`config.mk`:
```
export PLATFORM = sky130hd
export DESIGN_NAME = okl_root_unit
export DESIGN_NICKNAME = d
export VERILOG_FILES = /design/src/sv/okl_pkg.sv /design/src/sv/okl_root_unit.sv
export SDC_FILE = /design/constraint.sdc
export NUM_CORES = 1
export LEC_CHECK = 0
export BUFFER_PORTS_ARGS = -buffer_cell sky130_fd_sc_hd__buf_2
export CORE_MARGIN = 4
export CORE_UTILIZATION = 40
export CTS_BUF_LIST = sky130_fd_sc_hd__clkbuf_8
export DETAILED_ROUTE_END_ITERATION = 7
export SLEW_MARGIN = 20
export SYNTH_ARGS = -nofsm -noshare
export SYNTH_HDL_FRONTEND = slang
export SYNTH_SLANG_ARGS = --single-unit
```
`constraint.sdc`:
```
create_clock -name clk -period 14.8 [get_ports clk]
set_input_delay 1.48 -clock clk [delete_from_list [all_inputs] [get_ports clk]]
set_output_delay 1.48 -clock clk [all_outputs]
set_load 0.005 [all_outputs]
```
`src/sv/okl_pkg.sv`:
```
// -----------------------------------------------------------------------------
// okl_pkg - shared types and constants of the OKLCH to sRGB converter
// Holds the root unit request/response structs and the default attempt count.
// -----------------------------------------------------------------------------
package okl_pkg;

    localparam int MAX_ATTEMPTS_DEF = 24;

    localparam int ROOT_ARG_W = 63;
    localparam int ROOT_W     = 30;

    typedef struct packed {
        logic                  start;
        logic                  cube;
        logic [ROOT_ARG_W-1:0] arg;
    } root_req_t;

    typedef struct packed {
        logic              done;
        logic [ROOT_W-1:0] root;
    } root_rsp_t;

endpackage

```
`src/sv/okl_root_unit.sv`:
```
// -----------------------------------------------------------------------------
// okl_root_unit - bit-serial integer cube root and square root
// Restoring digit recurrence: three operand bits per step for a cube root
// (21 steps), two bits per step for a square root (30 steps).
// -----------------------------------------------------------------------------
module okl_root_unit (
    input  logic              clk,
    input  logic              rst_n,
    input  okl_pkg::root_req_t req,
    output okl_pkg::root_rsp_t rsp
);

    logic        busy_reg, busy_next;
    logic        done_reg, done_next;
    logic        cube_reg, cube_next;
    logic [4:0]  cnt_reg, cnt_next;
    logic [62:0] op_reg, op_next;
    logic [29:0] y_reg, y_next;
    logic [43:0] ysq_reg, ysq_next;
    logic [47:0] rem_reg, rem_next;

    logic [29:0] y2;
    logic [43:0] y2sq;
    logic [45:0] csum;
    logic [47:0] rem_sh, trial;
    logic        ge;

    // Form the shifted remainder and the trial subtrahend of one step
    always_comb
    begin
        y2   = {y_reg[28:0], 1'b0};
        y2sq = {ysq_reg[41:0], 2'b00};
        csum = 46'(y2sq) + 46'(y2);
        if (cube_reg)
        begin
            rem_sh = {rem_reg[44:0], op_reg[62:60]};
            trial  = 48'(csum) + 48'({csum, 1'b0}) + 48'd1;
        end
        else
        begin
            rem_sh = {rem_reg[45:0], op_reg[62:61]};
            trial  = 48'({y_reg, 2'b01});
        end
        ge = (rem_sh >= trial);
    end

    // Load on start, then advance one digit per cycle
    always_comb
    begin
        busy_next = busy_reg;
        done_next = 1'b0;
        cube_next = cube_reg;
        cnt_next  = cnt_reg;
        op_next   = op_reg;
        y_next    = y_reg;
        ysq_next  = ysq_reg;
        rem_next  = rem_reg;
        if (req.start)
        begin
            busy_next = 1'b1;
            cube_next = req.cube;
            cnt_next  = req.cube ? 5'd20 : 5'd29;
            op_next   = req.cube ? req.arg : {req.arg[59:0], 3'b000};
            y_next    = '0;
            ysq_next  = '0;
            rem_next  = '0;
        end
        else if (busy_reg)
        begin
            rem_next = ge ? (rem_sh - trial) : rem_sh;
            y_next   = {y_reg[28:0], ge};
            ysq_next = ge ? (y2sq + 44'({y2, 1'b0}) + 44'd1) : y2sq;
            op_next  = cube_reg ? {op_reg[59:0], 3'b000} : {op_reg[60:0], 2'b00};
            if (cnt_reg == 5'd0)
            begin
                busy_next = 1'b0;
                done_next = 1'b1;
            end
            else
            begin
                cnt_next = cnt_reg - 5'd1;
            end
        end
    end

    always_ff @(posedge clk or negedge rst_n)
    begin
        if (!rst_n)
        begin
            busy_reg <= 1'b0;
            done_reg <= 1'b0;
            cnt_reg  <= '0;
        end
        else
        begin
            busy_reg <= busy_next;
            done_reg <= done_next;
            cnt_reg  <= cnt_next;
        end
    end

    always_ff @(posedge clk)
    begin
        cube_reg <= cube_next;
        op_reg   <= op_next;
        y_reg    <= y_next;
        ysq_reg  <= ysq_next;
        rem_reg  <= rem_next;
    end

    assign rsp.done = done_reg;
    assign rsp.root = y_reg;

endmodule

```
==> flow_summary.json <==
{
  "grt-ovfl-total": 0,
  "cts_buffers": 17,
  "syn_nets": 2439,
  "rows": 77,
  "largest_reg_flops": 63,
  "place_area_um2": 19000,
  "netlist_instances": 2220,
  "syn_to_final_growth_pct": 7.02,
  "postCtsSetupBuffers": 0,
  "drive_above_1_share_pct": 10.7,
  "clk_latency_ns": 0.58,
  "coreArea_um2": 44500,
  "maxCapViolCount": 0,
  "finalSetupTns_ns": 0,
  "min_path_cells": 1,
  "cts_sinks": 187,
  "finalSetupViolations": 0,
  "critical_path_class": "flop to flop",
  "cp_common_cell": "o21ai_0",
  "min_from": "rem_reg[45]",
  "ys.warnings.count": 0,
  "dp_hpwl_um": 37800,
  "timing.rr.end": "rem_reg[9]",
  "tightestPinTransition_ns": 1.04,
  "p_seq_share_pct": 24.5,
  "h-tree-depth": 4,
  "pre_cts_ws_ns": 6.43,
  "max_slew_margin_pct": 30.8,
  "fin_ws_ns": 6.32,
  "yosysUniqueCellTypes": 99,
  "grt_usage_pct": 20.6,
  "routed_wl_um": 52000,
  "synth_common_cells": "a21oi_1 (223), nand2_1 (221), nor2_1 (176)",
  "synthTopCellsByArea": "dfxtp_1 (13%), edfxtp_1 (11%), ha_1 (10%)",
  "cts_tree": "done",
  "async_flop_share_pct": 3.74,
  "portBuffers": 97,
  "startpoint_type": "flop",
  "crit_arrival_ns": 8.94,
  "r2r_slack_ns": 6.32,
  "power_frac_clock_pct": 12.8,
  "final_core_util_pct": 43.6,
  "skew_ns": 0.0235,
  "drv_slew": 0,
  "combPwrFrac_pct": 62.7,
  "post-route-cell-area_um2": 19400,
  "grt_pass1_vias": 15900,
  "synth_edf_count": 64,
  "yosysTopAreaCellShare_pct": 12.8,
  "firstDrtPassIters": 8,
  "end_kind": "flop",
  "rsz0062_at_grt": "no",
  "holdPathEnd": "rem_reg[45]",
  "route.detailed.drc": 0,
  "grt_pass1_wl_um": 83700,
  "synth-seq-cells": 187,
  "p_per_area_nw_per_um2": 147,
  "globalplace.congestion": 0.925,
  "initial_core_util_pct": 40.7,
  "peakVddDrop_mv": 0.0981,
  "drt_iter0_drc": 1248,
  "path_clk_slew_ns": 0.12,
  "cts-resized-gates": 0,
  "vias_per_cell": 5.90,
  "fin_nets": 2447,
  "synth.most_common_cell": "a21oi_1",
  "crit_required_ns": 15.26,
  "fill_cells": 4493,
  "hold_violations": 0,
  "root_buffer": "clkbuf_8",
  "r2r_start": "y_reg[4]",
  "yosys_most_used_dff": "dfxtp_1",
  "cp_max_fo": 41,
  "fmax_ghz": 0.118,
  "synth_seq_area_share_pct": 24.4,
  "antenna_found_initial": 1,
  "slowest_stage": "buf_4",
  "die_h_um": 221,
  "synth_area_um2": 18100,
  "period_minus_slack_ns": 8.48,
  "cpPeakStageDelay_ns": 0.58,
  "status": "finished, final reports clean",
  "cts_buffer_depth": 2,
  "die_w_um": 221,
  "cts_hold_buf": 0,
  "netSwitchingFraction_pct": 47.6,
  "final_antenna_net_count": 0,
  "dieArea_um2": 48800,
  "grt_max_degree": 223,
  "final-seq-area_um2": 4420,
  "multiInputGateArea_um2": 13100,
  "period_share_pct": 57.3,
  "power.switching_mw": 1.36,
  "ios": 98,
  "min_path_type": "flop to flop",
  "r2r_cells": 34,
  "synth_top_area_cell": "dfxtp_1",
  "leakage_nw": 8.63,
  "wl_per_cell_um": 18.3,
  "synth_area_per_cell_um2": 8.17,
  "vias": 16700,
  "p_int_mw": 1.50
}
-- layout by cell type, fill, tap and decap left out, types with 10 or more instances in the layout --
cell type	synthesis	layout
a21oi_1	223	223
nand2_1	221	220
nor2_1	176	175
ha_1	150	150
mux2i_1	117	117
dfxtp_1	116	116
o21ai_0	114	114
buf_2	10	95
xnor2_1	93	93
a211oi_1	88	88
a21o_1	83	83
nor2b_1	77	77
edfxtp_1	64	64
mux2_2	50	50
xor2_1	48	48
inv_1	43	43
a311oi_1	40	40
nand3_1	36	36
nand4_1	27	27
nor3_1	26	26
and3_1	25	25
o21bai_1	24	24
o21a_1	23	23
nand2b_1	22	22
a31oi_1	19	19
clkbuf_8	0	18
o211ai_1	13	13
or3_1	12	12
and2_1	12	11
buf_4	2	10
-- layout make-up --
class                   count  share of cell area (%)
diodes                      1                  0.0129
clock buffers              18                    1.28
clock inverters            14                   0.774
inverters                  47                   0.909
multi-input cells        1868                    67.4
flip-flops and latches    187                    22.8
well taps                 592                    3.82
repair buffers            107                    3.00
-- critical path: cells and delay by family (launching register included) --
family,cells,cell delay (ns)
buffers and inverters,1,0.58
AO/OA/AOI/OAI,13,2.72
AND/OR/NAND/NOR,13,2.37
flip-flops,1,0.44
adder cells (fa/ha/maj),3,1.11
multiplexers,3,0.90
XOR/XNOR,1,0.19
-- metal layers --
metal / vias to the layer above / global-route usage (%) / part of all wire, %
met5: - / 0 / 0
met4: 0 / 5.94 / 2.0
met3: 64 / 3.94 / 5.3
met2: 423 / 33.1 / 46
met1: 7957 / 28.2 / 47
li1: 8267 / - / -
-- cell families (layout without fill, tap and decap cells) --
kind of cell               count (synthesis)  in the layout  synth area share, %
AOI/OAI and AO/OA                        726            726                 26.8
and+or+nand+nor                          674            674                 17.7
DFF                                      187            187                 24.4
muxes                                    170            170                 9.75
buffers and inverters                    165            186                 3.53
adders and majority gates                152            152                 10.6
xor gates and xnor gates                 146            146                 7.26
other                                      0              1                    0
-- how the worst max path moves through the flow --
stage	from	endpoint	slack, ns	depth (start not counted)
2_1_floorplan	y_reg[4]	rem_reg[45]	7.72	35
3_3_place_gp	y_reg[4]	rem_reg[9]	6.57	34
3_5_place_dp	ysq_reg[3]	rem_reg[9]	6.43	34
4_1_cts	y_reg[4]	rem_reg[9]	6.39	34
5_1_grt	y_reg[0]	rem_reg[2]	5.63	33
6_report	y_reg[4]	rem_reg[9]	6.32	34
-- power by group through the flow --
stage / logic, mW / clock network, mW / registers [mW]
detailed placement: 1.76 / 0 / 0.712
global route: 1.99 / 0.398 / 0.713
floorplan: 1.40 / 0 / 0.684
global placement: 1.75 / 0 / 0.709
finish: 1.80 / 0.366 / 0.701
CTS: 1.77 / 0.383 / 0.700
-- stage by stage --
step,total power [mW],hold WS [ns],instances
finish,2.86,0.490,2834
global route,3.10,0.520,2833
CTS,2.85,0.491,2833
detailed placement,2.47,0.462,2801
global placement,2.46,0.448,2801
floorplan,2.08,0.437,2220
Power figures use the tool's default switching activity.
